==> src/sv/pfhd_pkg.sv <==
// Shared types and codes for the protobuf field header decoder.
`default_nettype none

package pfhd_pkg;

  // Parser limit on base-128 groups per varint
  localparam int unsigned MAX_GROUPS = 10;

  // Mode register codes
  localparam logic [1:0] MODE_FIELD = 2'd0;
  localparam logic [1:0] MODE_WRAP  = 2'd1;
  localparam logic [1:0] MODE_V32   = 2'd2;
  localparam logic [1:0] MODE_V64   = 2'd3;

  // Parser phase codes
  localparam logic [1:0] PH_IDLE   = 2'd0;
  localparam logic [1:0] PH_VARINT = 2'd1;
  localparam logic [1:0] PH_LENGTH = 2'd2;

  // Result status codes
  localparam logic [1:0] ST_OK       = 2'd0;
  localparam logic [1:0] ST_OVERRUN  = 2'd1;
  localparam logic [1:0] ST_BAD_TYPE = 2'd2;

  // Supported wire types
  localparam logic [2:0] WT_VARINT = 3'd0;
  localparam logic [2:0] WT_LEN    = 3'd2;
  localparam logic [2:0] WT_FIXED  = 3'd5;

  typedef struct packed {
    logic [7:0] data_byte;
    logic       buffer_end;
  } in_t;

  typedef struct packed {
    logic [28:0] tag;
    logic [2:0]  wtype;
    logic [15:0] string_length;
    logic [63:0] value;
    logic [3:0]  bytes_used;
    logic [1:0]  status;
  } out_t;

  typedef struct packed {
    logic [1:0]  phase;
    logic [3:0]  group_index;
    logic [63:0] accumulator;
    logic        overflow_seen;
    logic [28:0] held_tag;
    logic [2:0]  held_wtype;
    logic [3:0]  byte_count;
  } state_t;

endpackage

`default_nettype wire

==> src/sv/protobuf_field_header_decoder.sv <==
// Top level: byte-stream protobuf varint and field header decoder.
// A result is registered and shows in the cycle after the byte that completes it.
// Throughput: one byte per cycle; a byte is taken while a result waits, as
// long as the output register is free or being drained that same cycle.
// Reset: mode returns to field header, the parser goes idle, no result pending.
`default_nettype none

module protobuf_field_header_decoder
  import pfhd_pkg::*;
(
  input  wire logic       clk,
  input  wire logic       rst,
  input  wire logic       cfg_we,
  input  wire logic [1:0] cfg_wdata,
  input  wire logic       in_valid,
  output logic            in_ready,
  input  wire in_t        in_data,
  output logic            out_valid,
  input  wire logic       out_ready,
  output out_t            out_data
);

  logic [1:0] mode;
  state_t     state;
  state_t     state_next;
  logic       step_emit;
  out_t       step_res;
  logic       in_fire;

  assign in_ready = !out_valid || out_ready;
  assign in_fire  = in_valid && in_ready;

  pfhd_step u_step (
    .mode (mode),
    .cur  (state),
    .item (in_data),
    .nxt  (state_next),
    .emit (step_emit),
    .res  (step_res)
  );

  // mode register and parser state
  always_ff @(posedge clk) begin
    if (rst) begin
      mode  <= MODE_FIELD;
      state <= '0;
    end else if (cfg_we) begin
      mode        <= cfg_wdata;
      state.phase <= PH_IDLE;
    end else if (in_fire) begin
      state <= state_next;
    end
  end

  // result register: set on a new result, hold until drained
  always_ff @(posedge clk) begin
    if (rst) begin
      out_valid <= 1'b0;
    end else begin
      out_valid <= (in_fire && step_emit) || (out_valid && !out_ready);
    end
  end

  always_ff @(posedge clk) begin
    if (in_fire && step_emit) begin
      out_data <= step_res;
    end
  end

  // a byte flagged as buffer end always closes the item
  assert property (@(posedge clk) disable iff (rst)
    in_fire && in_data.buffer_end && !cfg_we |=> state.phase == PH_IDLE)
    else $error("buffer end left parser mid-item");

  // a closing byte always produces a transaction
  assert property (@(posedge clk) disable iff (rst)
    in_fire && step_emit |=> out_valid)
    else $error("result lost");

  assert property (@(posedge clk) disable iff (rst)
    out_valid |-> out_data.bytes_used != 4'd0 && out_data.status <= ST_BAD_TYPE)
    else $error("bad result bookkeeping");

  assert property (@(posedge clk) disable iff (rst)
    out_valid && out_data.status != ST_OK |->
      out_data.string_length == 16'd0 && out_data.value == 64'd0)
    else $error("error result carries payload");

  assert property (@(posedge clk) disable iff (rst)
    !in_ready |-> out_valid)
    else $error("input stalled with empty output register");

endmodule

`default_nettype wire

==> src/sv/pfhd_step.sv <==
// Per-byte varint parse step: next parser state and the result, if any.
`default_nettype none

module pfhd_step
  import pfhd_pkg::*;
(
  input  wire logic [1:0] mode,
  input  wire state_t     cur,
  input  wire in_t        item,
  output state_t          nxt,
  output logic            emit,
  output out_t            res
);

  logic        header;
  logic        first_short;
  logic        wide;
  logic [6:0]  grp;
  logic [3:0]  g;
  logic [6:0]  shamt;
  logic [63:0] acc_or;
  logic        ovf_new;
  logic [3:0]  bc_inc;
  logic [2:0]  wt;
  logic [28:0] t;
  logic        wt_ok;

  assign header = (mode == MODE_FIELD) || (mode == MODE_WRAP);
  assign grp    = item.data_byte[6:0];

  always_comb begin
    nxt  = cur;
    emit = 1'b0;
    res  = '0;

    // start a new item on the first byte
    if (cur.phase == PH_IDLE) begin
      nxt.phase         = PH_VARINT;
      nxt.group_index   = '0;
      nxt.accumulator   = '0;
      nxt.overflow_seen = 1'b0;
      nxt.byte_count    = '0;
    end

    first_short = (cur.phase == PH_IDLE) && header && item.buffer_end;
    g       = nxt.group_index;
    shamt   = 7'(g) * 7'd7;
    acc_or  = nxt.accumulator | (64'(grp) << shamt);
    bc_inc  = (nxt.byte_count != 4'hF) ? nxt.byte_count + 4'd1 : nxt.byte_count;
    wide    = (mode == MODE_V64) && (nxt.phase == PH_VARINT);
    ovf_new = nxt.overflow_seen |
              (!wide && (((g == 4'd4) && (grp >= 7'd16)) ||
                         ((g > 4'd4) && (grp != 7'd0))));
    wt      = acc_or[2:0];
    t       = acc_or[31:3];
    wt_ok   = (wt == WT_VARINT) || (wt == WT_LEN) || (wt == WT_FIXED);

    if (first_short) begin
      // a buffer that ends on the first header byte is an overrun
      nxt.byte_count = 4'd1;
      emit       = 1'b1;
      res.status = ST_OVERRUN;
    end else begin
      nxt.byte_count    = bc_inc;
      nxt.accumulator   = acc_or;
      nxt.overflow_seen = ovf_new;
      if (item.data_byte[7]) begin
        // continuation: advance the group or flag overrun
        if ((g >= 4'(MAX_GROUPS - 1)) || item.buffer_end) begin
          emit       = 1'b1;
          res.status = ST_OVERRUN;
        end else begin
          nxt.group_index = g + 4'd1;
        end
      end else if (ovf_new) begin
        emit       = 1'b1;
        res.status = ST_OVERRUN;
      end else if (!header) begin
        emit      = 1'b1;
        res.value = acc_or;
      end else if (nxt.phase == PH_LENGTH) begin
        emit              = 1'b1;
        res.tag           = cur.held_tag;
        res.wtype         = cur.held_wtype;
        res.string_length = acc_or[15:0];
      end else if (!wt_ok || ((mode == MODE_WRAP) && (wt != WT_LEN))) begin
        emit       = 1'b1;
        res.tag    = t;
        res.wtype  = wt;
        res.status = ST_BAD_TYPE;
      end else if (wt == WT_LEN) begin
        if (item.buffer_end) begin
          emit       = 1'b1;
          res.status = ST_OVERRUN;
        end else begin
          // hold the header and read the length varint
          nxt.held_tag      = t;
          nxt.held_wtype    = wt;
          nxt.phase         = PH_LENGTH;
          nxt.group_index   = '0;
          nxt.accumulator   = '0;
          nxt.overflow_seen = 1'b0;
        end
      end else begin
        emit      = 1'b1;
        res.tag   = t;
        res.wtype = wt;
      end
    end

    // drop back to idle after any result
    if (emit) begin
      nxt.phase = PH_IDLE;
    end
    res.bytes_used = nxt.byte_count;
  end

endmodule

`default_nettype wire
==> config.mk <==
export PLATFORM = sky130hd
export DESIGN_NAME = protobuf_field_header_decoder
export DESIGN_NICKNAME = d
export VERILOG_FILES = /design/src/sv/pfhd_pkg.sv /design/src/sv/protobuf_field_header_decoder.sv /design/src/sv/pfhd_step.sv
export SDC_FILE = /design/constraint.sdc
export NUM_CORES = 1
export LEC_CHECK = 0
export ABC_AREA = 1
export CORE_MARGIN = 5
export CORE_UTILIZATION = 40
export DETAILED_ROUTE_END_ITERATION = 12
export DONT_BUFFER_PORTS = 1
export PLACE_DENSITY_LB_ADDON = 0.3
export SYNTH_ARGS = -nofsm -noshare
export SYNTH_HDL_FRONTEND = slang
export SYNTH_SLANG_ARGS = --single-unit
==> constraint.sdc <==
create_clock -name clk -period 5.5 [get_ports clk]
set_clock_uncertainty 0.05 [all_clocks]
set_input_delay 0.825 -clock clk [delete_from_list [all_inputs] [get_ports clk]]
set_output_delay 0.825 -clock clk [all_outputs]
set_load 0.03 [all_outputs]
==> flow_metrics.env, run 1 <==
export IMPL_status="finished, final reports clean"
export IMPL_synthFlopType="edfxtp_1"
export IMPL_drive_gt1_frac=0.09669
export IMPL_slew_headroom=0.2870
export IMPL_crit_start="state[105]"
export IMPL_first_iter_violations=789
export IMPL_grt_pass1_wl_mm=41.88
export IMPL_clk_latency_ps=520
export IMPL_area_growth_pct=9.857
export IMPL_cp_start_kind="flip-flop"
export IMPL_yosys_warnings=0
export IMPL_wl_mm=26.84
export IMPL_num_rows=57
export IMPL_seq_area_frac_synth=0.5796
export IMPL_p_leak_uw=0.003910
export IMPL_fin_crit_ps=4084
export IMPL_place_ws_ps=1441
export IMPL_diodes=0
export IMPL_cp_endpoint="out_data[36]"
export IMPL_finalSetupViolations=0
export IMPL_ir_drop_v=0.0001821
export IMPL_pin_count=136
export IMPL_period_share=0.7426
export IMPL_htreeDepth=1
export IMPL_netlist_area_leader_share=0.3574
export IMPL_multi_input_area_mm2=0.003530
export IMPL_synth_seq_cells=228
export IMPL_io_buffers=0
export IMPL_placedCellCount=1366
export IMPL_gp_congestion=0.8735
export IMPL_synth_most_common_cell="nor2_1"
export IMPL_first_pass_iters=5
export IMPL_setup_tns_final_ps=0
export IMPL_grt_start_max_net_pins=76
export IMPL_vias_per_cell=5.316
export IMPL_r2r_end="out_data[36]"
export IMPL_min_from="rst"
export IMPL_ctsHoldBuffers=0
export IMPL_die_w_um=167.4
export IMPL_synthTopCellsByCount="nor2_1, nand2_1, edfxtp_1"
export IMPL_ant_nets=0
export IMPL_regArea_mm2=0.005746
export IMPL_cts_sinks=228
export IMPL_core_area_mm2=0.02439
export IMPL_synth_nets=1125
export IMPL_syn_inst=1104
export IMPL_crit_type="flip-flop to flip-flop"
export IMPL_cts_resized=0
export IMPL_postSynthAreaPerCell_um2=8.979
export IMPL_fin_ws_ps=1416
export IMPL_synth_area_mm2=0.009913
export IMPL_synth_edff_count=118
export IMPL_worst_path_max_fanout=74
export IMPL_fin_cells=1410
export IMPL_worstMarginPinSlew_ps=1069
export IMPL_cts_tree="built"
export IMPL_crit_arrival_ps=4180
export IMPL_slew_viol_final=0
export IMPL_cts_setup_buffers=0
export IMPL_crit_path_end_kind="flip-flop"
export IMPL_hold_violations=0
export IMPL_clk_pin_slew_worst_paths_ps=70
export IMPL_synth_area_leaders="edfxtp_1, dfxtp_1, nor2_1"
export IMPL_numCtsBuffers=24
export IMPL_wl_per_cell_um=19.03
export IMPL_nNetsFinal=1089
export IMPL_timing_rr_start="state[105]"
export IMPL_rsz0062_at_grt="false"
export IMPL_synthDistinctLibCells=37
export IMPL_grt_total_usage=0.1843
export IMPL_start_util=0.4064
export IMPL_n_fill_cell=2374
export IMPL_yosysTopAreaCell="edfxtp_1"
export IMPL_grt_pass1_vias=7129
export IMPL_max_freq_mhz=244.8
export IMPL_dp_hpwl_mm=17.48
export IMPL_antenna_found_initial=0
export IMPL_vias=7496
export IMPL_cts_root_buf="clkbuf_16"
export IMPL_r2r_cells=11
export IMPL_clockBufferDepth=3
export IMPL_async_flop_share=0
export IMPL_required_ps=5590
export IMPL_global_route_overflow_total=0
export IMPL_die_area_mm2=0.02803
export IMPL_drc=0
export IMPL_die_h_um=167.4
export IMPL_power_density_mw_per_mm2=344.1
export IMPL_drv_cap=0
export IMPL_rrSetupSlack_ps=1420
export IMPL_min_path_type="input port to flip-flop"
sequential cells by signal, indices dropped and copies added, names as in the netlist:
register,flops
out_valid,1
mode,2
state,107
out_data,118
where the power goes:
part	total [µW]	internal [µW]	leakage, µW	switching, µW
clock	1640	963	0.000400	678
sequential	1960	1850	0.00205	114
combinational	147	28.2	0.00146	119
metal layers:
metal,track usage,wire (µm),up-vias
li1,-,-,3606
met4,0.05752,753,0
met1,0.2511,11510,3566
met2,0.2912,12380,272
met5,0,0,-
met3,0.04597,2189,52
how the worst min path moves through the flow:
stage	to	slack, ps	cells past startpoint
after floorplan	state[4]	390	2
after global placement	state[40]	400	2
after detailed placement	state[40]	400	2
after CTS	state[68]	310	1
after global routing	state[65]	310	1
final	state[68]	340	1
critical path: stages (launching register included):
cell and delay, ps:
dfxtp_1 390, inv_2 60, nand2_4 640, o21ai_2 530
inv_1 390, o21ai_2 160, nand3_2 120, nor2_4 60
nand2_4 330, nand3_1 230, inv_4 110, buf_4 510
layout by cell type (no fill, tap or decap), types with 4 or more instances in the layout:
cell type	Yosys	final
nor2_1	272	270
nand2_1	132	132
edfxtp_1	118	118
dfxtp_1	110	110
inv_1	81	79
a21oi_1	74	74
a22oi_1	70	70
o21ai_0	55	55
nand3_1	35	34
clkbuf_16	0	25
nand2_2	16	16
a21oi_2	10	10
inv_2	7	8
a21boi_0	8	8
o21a_1	8	8
clkinv_2	0	7
nor3_1	6	6
nor2_2	3	5
nand3_2	4	5
ha_1	5	5
buf_4	3	5
nand2_4	4	4
layout make-up:
class | count | area share
flip-flops and latches | 228 | 0.5276
multi-input cells | 718 | 0.3241
clock buffers | 30 | 0.06135
well taps | 324 | 0.03722
inverters | 90 | 0.03125
clock inverters | 14 | 0.01321
repair buffers | 6 | 0.005285
metrics by stage:
| stage | cell area, µm² | total power (µW) | utilization | hold WS [ps] |
|---|---|---|---|---|
| 2_1_floorplan | 9913 | 2109 | - | 386.0 |
| 3_5_place_dp | 10080 | 2146 | 0.4132 | 399.5 |
| 5_1_grt | 10890 | 3885 | 0.4465 | 308.4 |
| 3_3_place_gp | 10080 | 2147 | 0.4132 | 396.4 |
| 4_1_cts | 10890 | 3792 | 0.4465 | 305.8 |
| 6_report | 10890 | 3747 | 0.4465 | 341.1 |
cells by family after synthesis:
kind of cell    after synthesis  share of synthesized area
fa+ha+maj                     5                   0.006311
compound gates              232                     0.1441
buf+inv                     158                    0.06538
simple gates                480                     0.2037
xor+xnor                      1                  0.0008837
flops                       228                     0.5796
Note: power is estimated with default switching activity, not from simulation.
==> inputs of run 2 (changes only) <==
- clock period: 5.5 -> 3.65 ns (I/O delays scaled with it)
==> run 2 against run 1 <==
Via count grew 1.3%. Count of clock-buffer cells in the layout grew 5. Largest power group unchanged. Fmax grew 38%. Critical path type unchanged. Die area is the same. Non-clock buffer count grew 8. Worst hold slack lost 280 ps. Utilization grew 0.82 points. Highest routed layer unchanged.
==> flow_metrics.env, run 2 (synthesis gave the netlist of run 1 again) <==
export IMPL_drv_cap=0
export IMPL_clk_latency_ps=530
export IMPL_ir_drop_v=0.0003210
export IMPL_cp_endpoint="out_data[36]"
export IMPL_r2r_cells=13
export IMPL_cts_sinks=228
export IMPL_switching_power_uw=1386
export IMPL_first_iter_violations=867
export IMPL_period_share=0.8122
export IMPL_drive_gt1_frac=0.1022
export IMPL_largest_reg_flops=118
export IMPL_dr_max_layer_used="met4"
export IMPL_crit_arrival_ps=3150
export IMPL_crit_start="state[106]"
export IMPL_drc=0
export IMPL_cts_tree="built"
export IMPL_timing_rr_start="state[106]"
export IMPL_cts_setup_buffers=0
export IMPL_slew_headroom=0.3204
export IMPL_worst_path_max_fanout=56
export IMPL_worstMarginPinSlew_ps=1018
export IMPL_final_cell_area_mm2=0.01109
export IMPL_dpl_instance_area_mm2=0.01019
export IMPL_cp_start_kind="flip-flop"
export IMPL_num_rows=57
export IMPL_max_freq_mhz=337.3
export IMPL_diodes=0
export IMPL_drt_met1_wl_mm=11.65
export IMPL_min_from="rst"
export IMPL_ctsHoldBuffers=0
export IMPL_wl_met3_mm=1.814
export IMPL_finalSetupViolations=0
export IMPL_max_flop_register="out_data"
export IMPL_total_power_uw=5947
export IMPL_rsz0062_at_grt="false"
export IMPL_clockBufferDepth=3
export IMPL_grt_start_max_net_pins=76
export IMPL_first_pass_iters=7
export IMPL_p_seq_frac=0.496
export IMPL_clk_pin_slew_worst_paths_ps=60
export IMPL_vias_per_cell=5.350
export IMPL_nNetsFinal=1098
export IMPL_required_ps=3840
export IMPL_cts_resized=0
export IMPL_grt_pass1_vias=7244
export IMPL_die_h_um=167.4
export IMPL_wl_mm=26.77
export IMPL_hold_violations=0
export IMPL_r2r_end="out_data[36]"
export IMPL_p_leak_uw=0.003973
export IMPL_die_area_mm2=0.02803
export IMPL_sw_frac_of_total=0.2331
export IMPL_setup_tns_final_ps=0
export IMPL_fin_util=0.4547
export IMPL_core_area_mm2=0.02439
export IMPL_rrSetupSlack_ps=690
export IMPL_clkPwrFrac=0.464
export IMPL_combPwrFrac=0.039
export IMPL_pin_count=136
export IMPL_layout_commonest_cell="nor2_1"
export IMPL_layout_common_cells="nor2_1, nand2_1, edfxtp_1, dfxtp_1, inv_1"
export IMPL_start_util=0.4064
export IMPL_n_fill_cell=2348
export IMPL_crit_type="flip-flop to flip-flop"
export IMPL_htreeDepth=1
export IMPL_io_buffers=0
export IMPL_cts_root_buf="clkbuf_16"
export IMPL_wl_per_cell_um=18.85
export IMPL_vias=7597
export IMPL_antenna_found_initial=0
export IMPL_dp_hpwl_mm=17.44
export IMPL_grt_total_usage=0.1838
export IMPL_numCtsBuffers=25
export IMPL_grt_pass1_wl_mm=41.79
export IMPL_hold_slack_ps=60.18
export IMPL_route_met2_wl_mm=12.83
export IMPL_ant_nets=0
export IMPL_die_w_um=167.4
export IMPL_power_density_mw_per_mm2=536.3
export IMPL_slew_viol_final=0
export IMPL_gp_congestion=0.8782
export IMPL_fin_crit_ps=2965
export IMPL_min_path_type="input port to flip-flop"
export IMPL_crit_path_end_kind="flip-flop"
export IMPL_reg_top3="out_data: 118 flops, state: 107 flops, mode: 2 flops"
export IMPL_area_growth_pct=11.86
export IMPL_status="finished, final reports clean"
export IMPL_p_int_uw=4561
export IMPL_global_route_overflow_total=0
[run 2: cell count changes in the layout (fill, tap and decap cells not counted), moves of 2 or more]
cell / previous run / this run
clkbuf_1: 2 / 8
buf_4: 5 / 12
clkinv_2: 7 / 3
bufinv_16: 2 / 6
clkinv_4: 2 / 0
[run 2: power groups by stage]
stage | clock network, µW | logic (µW) | registers [µW]
floorplan | 0 | 181 | 3000
global placement | 0 | 234 | 3010
detailed placement | 0 | 234 | 3010
CTS | 2800 | 236 | 2960
global route | 2920 | 259 | 2960
finish | 2760 | 234 | 2950
[run 2: stage by stage]
step	cells	worst slack, ps
after detailed placement	1374	680.5
after floorplan	1104	-194.5
final	1420	685.4
after global placement	1374	740.0
after CTS	1420	686.7
after global routing	1420	445.0
[run 2: final cells by class]
cell class,count,area (µm²),share of cell area
tap,324,405.4,0.03656
sequential,228,5747,0.5182
multi-input combinational,718,3568,0.3218
clock inverter,11,211.5,0.01907
inverter,90,344.1,0.03103
timing repair buffer,14,130.1,0.01173
clock buffer,35,683.2,0.06160
[run 2: worst min path at each step]
stage                     end  slack (ps)  cells past startpoint
finish              state[70]          60                      1
global route        state[69]          40                      1
CTS                 state[66]          20                      1
detailed placement  state[52]         400                      2
global placement     state[6]         390                      2
floorplan            state[4]         390                      2
[run 2: critical path, cell delays in order (launching register included)]
cell and delay (ps):
dfxtp_1 340, inv_2 70, nand2_4 400, nand2_8 200
ha_4 220, nand2_1 60, o21ai_1 60, nand2_1 90
nand2_2 70, nand2_4 110, inv_4 60, nand3_2 170
buf_4 530, nor2_1 160
[run 2: metal layers]
metal  vias to the layer above  global-route usage
li1                       3637                   -
met1                      3675              0.2483
met2                       252              0.3052
met3                        33             0.03819
met4                         0             0.04340
met5                         -                   0
==> inputs of run 3 (changes only) <==
- ABC_AREA: 1 -> 0
- clock period: 3.65 -> 2.8 ns (I/O delays scaled with it)
==> run 3 against run 2 <==
Clock power grew 26%. Fmax increased by 12%. Largest power group unchanged. Synthesized area is 2.4% lower.
==> flow_metrics.env, run 3 <==
export IMPL_crit_start="state[106]"
export IMPL_crit_type="flip-flop to flip-flop"
export IMPL_synth_most_common_cell="nor2_1"
export IMPL_synth_nets=920
export IMPL_postSynthAreaPerCell_um2=10.77
export IMPL_timing_rr_start="state[106]"
export IMPL_synthDistinctLibCells=64
export IMPL_layout_common_cells="nor2_1, edfxtp_1, dfxtp_1, a22oi_1, nand2_1"
export IMPL_netlist_area_leader_share=0.3661
export IMPL_worst_path_max_fanout=44
export IMPL_yosys_warnings=0
export IMPL_synth_edff_count=118
export IMPL_crit_arrival_ps=2860
export IMPL_ir_drop_v=0.0003384
export IMPL_cts_root_buf="clkbuf_16"
export IMPL_final_cell_area_mm2=0.01119
export IMPL_finalSetupViolations=0
export IMPL_power_density_mw_per_mm2=688.3
export IMPL_vias=7010
export IMPL_hold_violations=0
export IMPL_r2r_end="out_data[37]"
export IMPL_status="finished, final reports clean"
export IMPL_synth_area_leaders="edfxtp_1, dfxtp_1, a22oi_1"
export IMPL_fin_ws_ps=143.0
export IMPL_min_path_type="input port to flip-flop"
export IMPL_fin_crit_ps=2657
export IMPL_antenna_found_initial=0
export IMPL_total_power_uw=7703
export IMPL_htreeDepth=1
export IMPL_diodes=0
export IMPL_drv_cap=0
export IMPL_r2r_cells=10
export IMPL_async_flop_share=0
export IMPL_synthTopCellsByCount="nor2_1, edfxtp_1, dfxtp_1"
export IMPL_slew_viol_final=0
export IMPL_place_ws_ps=19.86
export IMPL_drive_gt1_frac=0.1449
export IMPL_io_buffers=0
export IMPL_numCtsBuffers=26
export IMPL_die_w_um=165.5
export IMPL_largest_reg_flops=118
export IMPL_core_area_mm2=0.02411
export IMPL_clk_pin_slew_worst_paths_ps=70
export IMPL_synthFlopType="edfxtp_1"
export IMPL_max_flop_register="out_data"
export IMPL_num_rows=57
export IMPL_nNetsFinal=926
export IMPL_synth_area_mm2=0.009678
export IMPL_cp_endpoint="out_data[37]"
export IMPL_first_iter_violations=650
export IMPL_slew_headroom=0.4545
export IMPL_cp_start_kind="flip-flop"
export IMPL_reg_top3="out_data: 118 flops, state: 107 flops, mode: 2 flops"
export IMPL_syn_inst=899
export IMPL_seq_area_frac_synth=0.5937
export IMPL_clk_latency_ps=540
export IMPL_grt_pass1_vias=6803
export IMPL_pin_count=136
export IMPL_required_ps=3000
export IMPL_layout_commonest_cell="nor2_1"
export IMPL_period_share=0.9489
export IMPL_global_route_overflow_total=0
export IMPL_drc=0
export IMPL_wl_mm=26.18
export IMPL_n_fill_cell=2321
export IMPL_die_h_um=165.5
export IMPL_wl_per_cell_um=20.96
export IMPL_dp_hpwl_mm=16.73
export IMPL_cts_tree="built"
export IMPL_grt_pass1_wl_mm=40.03
export IMPL_gp_congestion=0.8472
export IMPL_yosysTopAreaCell="edfxtp_1"
export IMPL_crit_path_end_kind="flip-flop"
export IMPL_start_util=0.4015
export IMPL_dpl_instance_area_mm2=0.01020
export IMPL_synth_seq_cells=228
export IMPL_first_pass_iters=5
export IMPL_p_leak_uw=0.003770
export IMPL_worstMarginPinSlew_ps=813.8
export IMPL_cts_setup_buffers=0
export IMPL_vias_per_cell=5.612
export IMPL_grt_total_usage=0.1862
export IMPL_rrSetupSlack_ps=140
export IMPL_cts_sinks=228
export IMPL_ant_nets=0
export IMPL_die_area_mm2=0.02741
export IMPL_max_freq_mhz=376.4
export IMPL_clockBufferDepth=3
export IMPL_grt_start_max_net_pins=77
export IMPL_area_growth_pct=15.63
export IMPL_rsz0062_at_grt="false"
-- run 3: area by class of cell --
cell class | instances | area (µm²) | area share
clock buffer | 36 | 770.7 | 0.06887
timing repair buffer | 49 | 488.0 | 0.04360
tap | 324 | 405.4 | 0.03623
sequential | 228 | 5747 | 0.5135
inverter | 8 | 30.03 | 0.002683
clock inverter | 12 | 130.1 | 0.01163
multi-input combinational | 592 | 3620 | 0.3235
-- run 3: metrics by stage --
stage	instances	util	hold WS (ps)	TNS [ps]
global route	1249	0.4642	25.14	0
finish	1249	0.4642	14.18	0
floorplan	899	-	374.7	-62910
detailed placement	1195	0.4232	389.6	0
CTS	1249	0.4638	3.358	0
global placement	1195	0.4232	384.7	0
-- run 3: worst min-delay path by stage --
| stage | from | to | cells past startpoint |
|---|---|---|---|
| after floorplan | state[4] | state[4] | 2 |
| after global placement | state[4] | state[4] | 2 |
| after detailed placement | state[4] | state[4] | 2 |
| after CTS | cfg_we | mode[1] | 2 |
| after global routing | rst | state[72] | 2 |
| final | cfg_we | mode[1] | 2 |
-- run 3: metal layers --
layer	routed length, µm	share of wire	GRT usage	up-vias
li1	-	-	-	3309
met1	11730	0.45	0.2560	3442
met2	12310	0.47	0.2994	229
met3	1710	0.065	0.04344	30
met4	431	0.016	0.04574	0
met5	0	0	0	-
-- run 3: worst max-delay path: stages (launching register included) --
cell     delay (ps)
dfxtp_2         320
or2_2           340
nand2_4         110
inv_1            70
ha_1            170
or3b_1          390
a21oi_2         150
and2_4          180
nor2_1           60
and2_4          240
buf_12          220
-- run 3: cell families after synthesis --
| kind of cell | share of synthesized area |
|---|---|
| AOI/OAI and AO/OA | 0.1647 |
| xor gates and xnor gates | 0.0009051 |
| adders and majority gates | 0.006464 |
| buffers and inverters | 0.03917 |
| DFF | 0.5937 |
| muxes | 0.03310 |
| and+or+nand+nor | 0.1620 |
-- run 3: power breakdown --
part,internal (µW),total (µW),switching (µW)
Combinational,105,362,257
Sequential,3620,3850,232
Clock,2120,3490,1370
Total,5840,7700,1860
-- run 3: what timing repair did --
item                                    4_1_cts  5_1_grt
hold buffers                                  6        0
endpoints found under the hold margin        77        0
endpoints found under the setup margin        0      115
resized for setup                             0        3
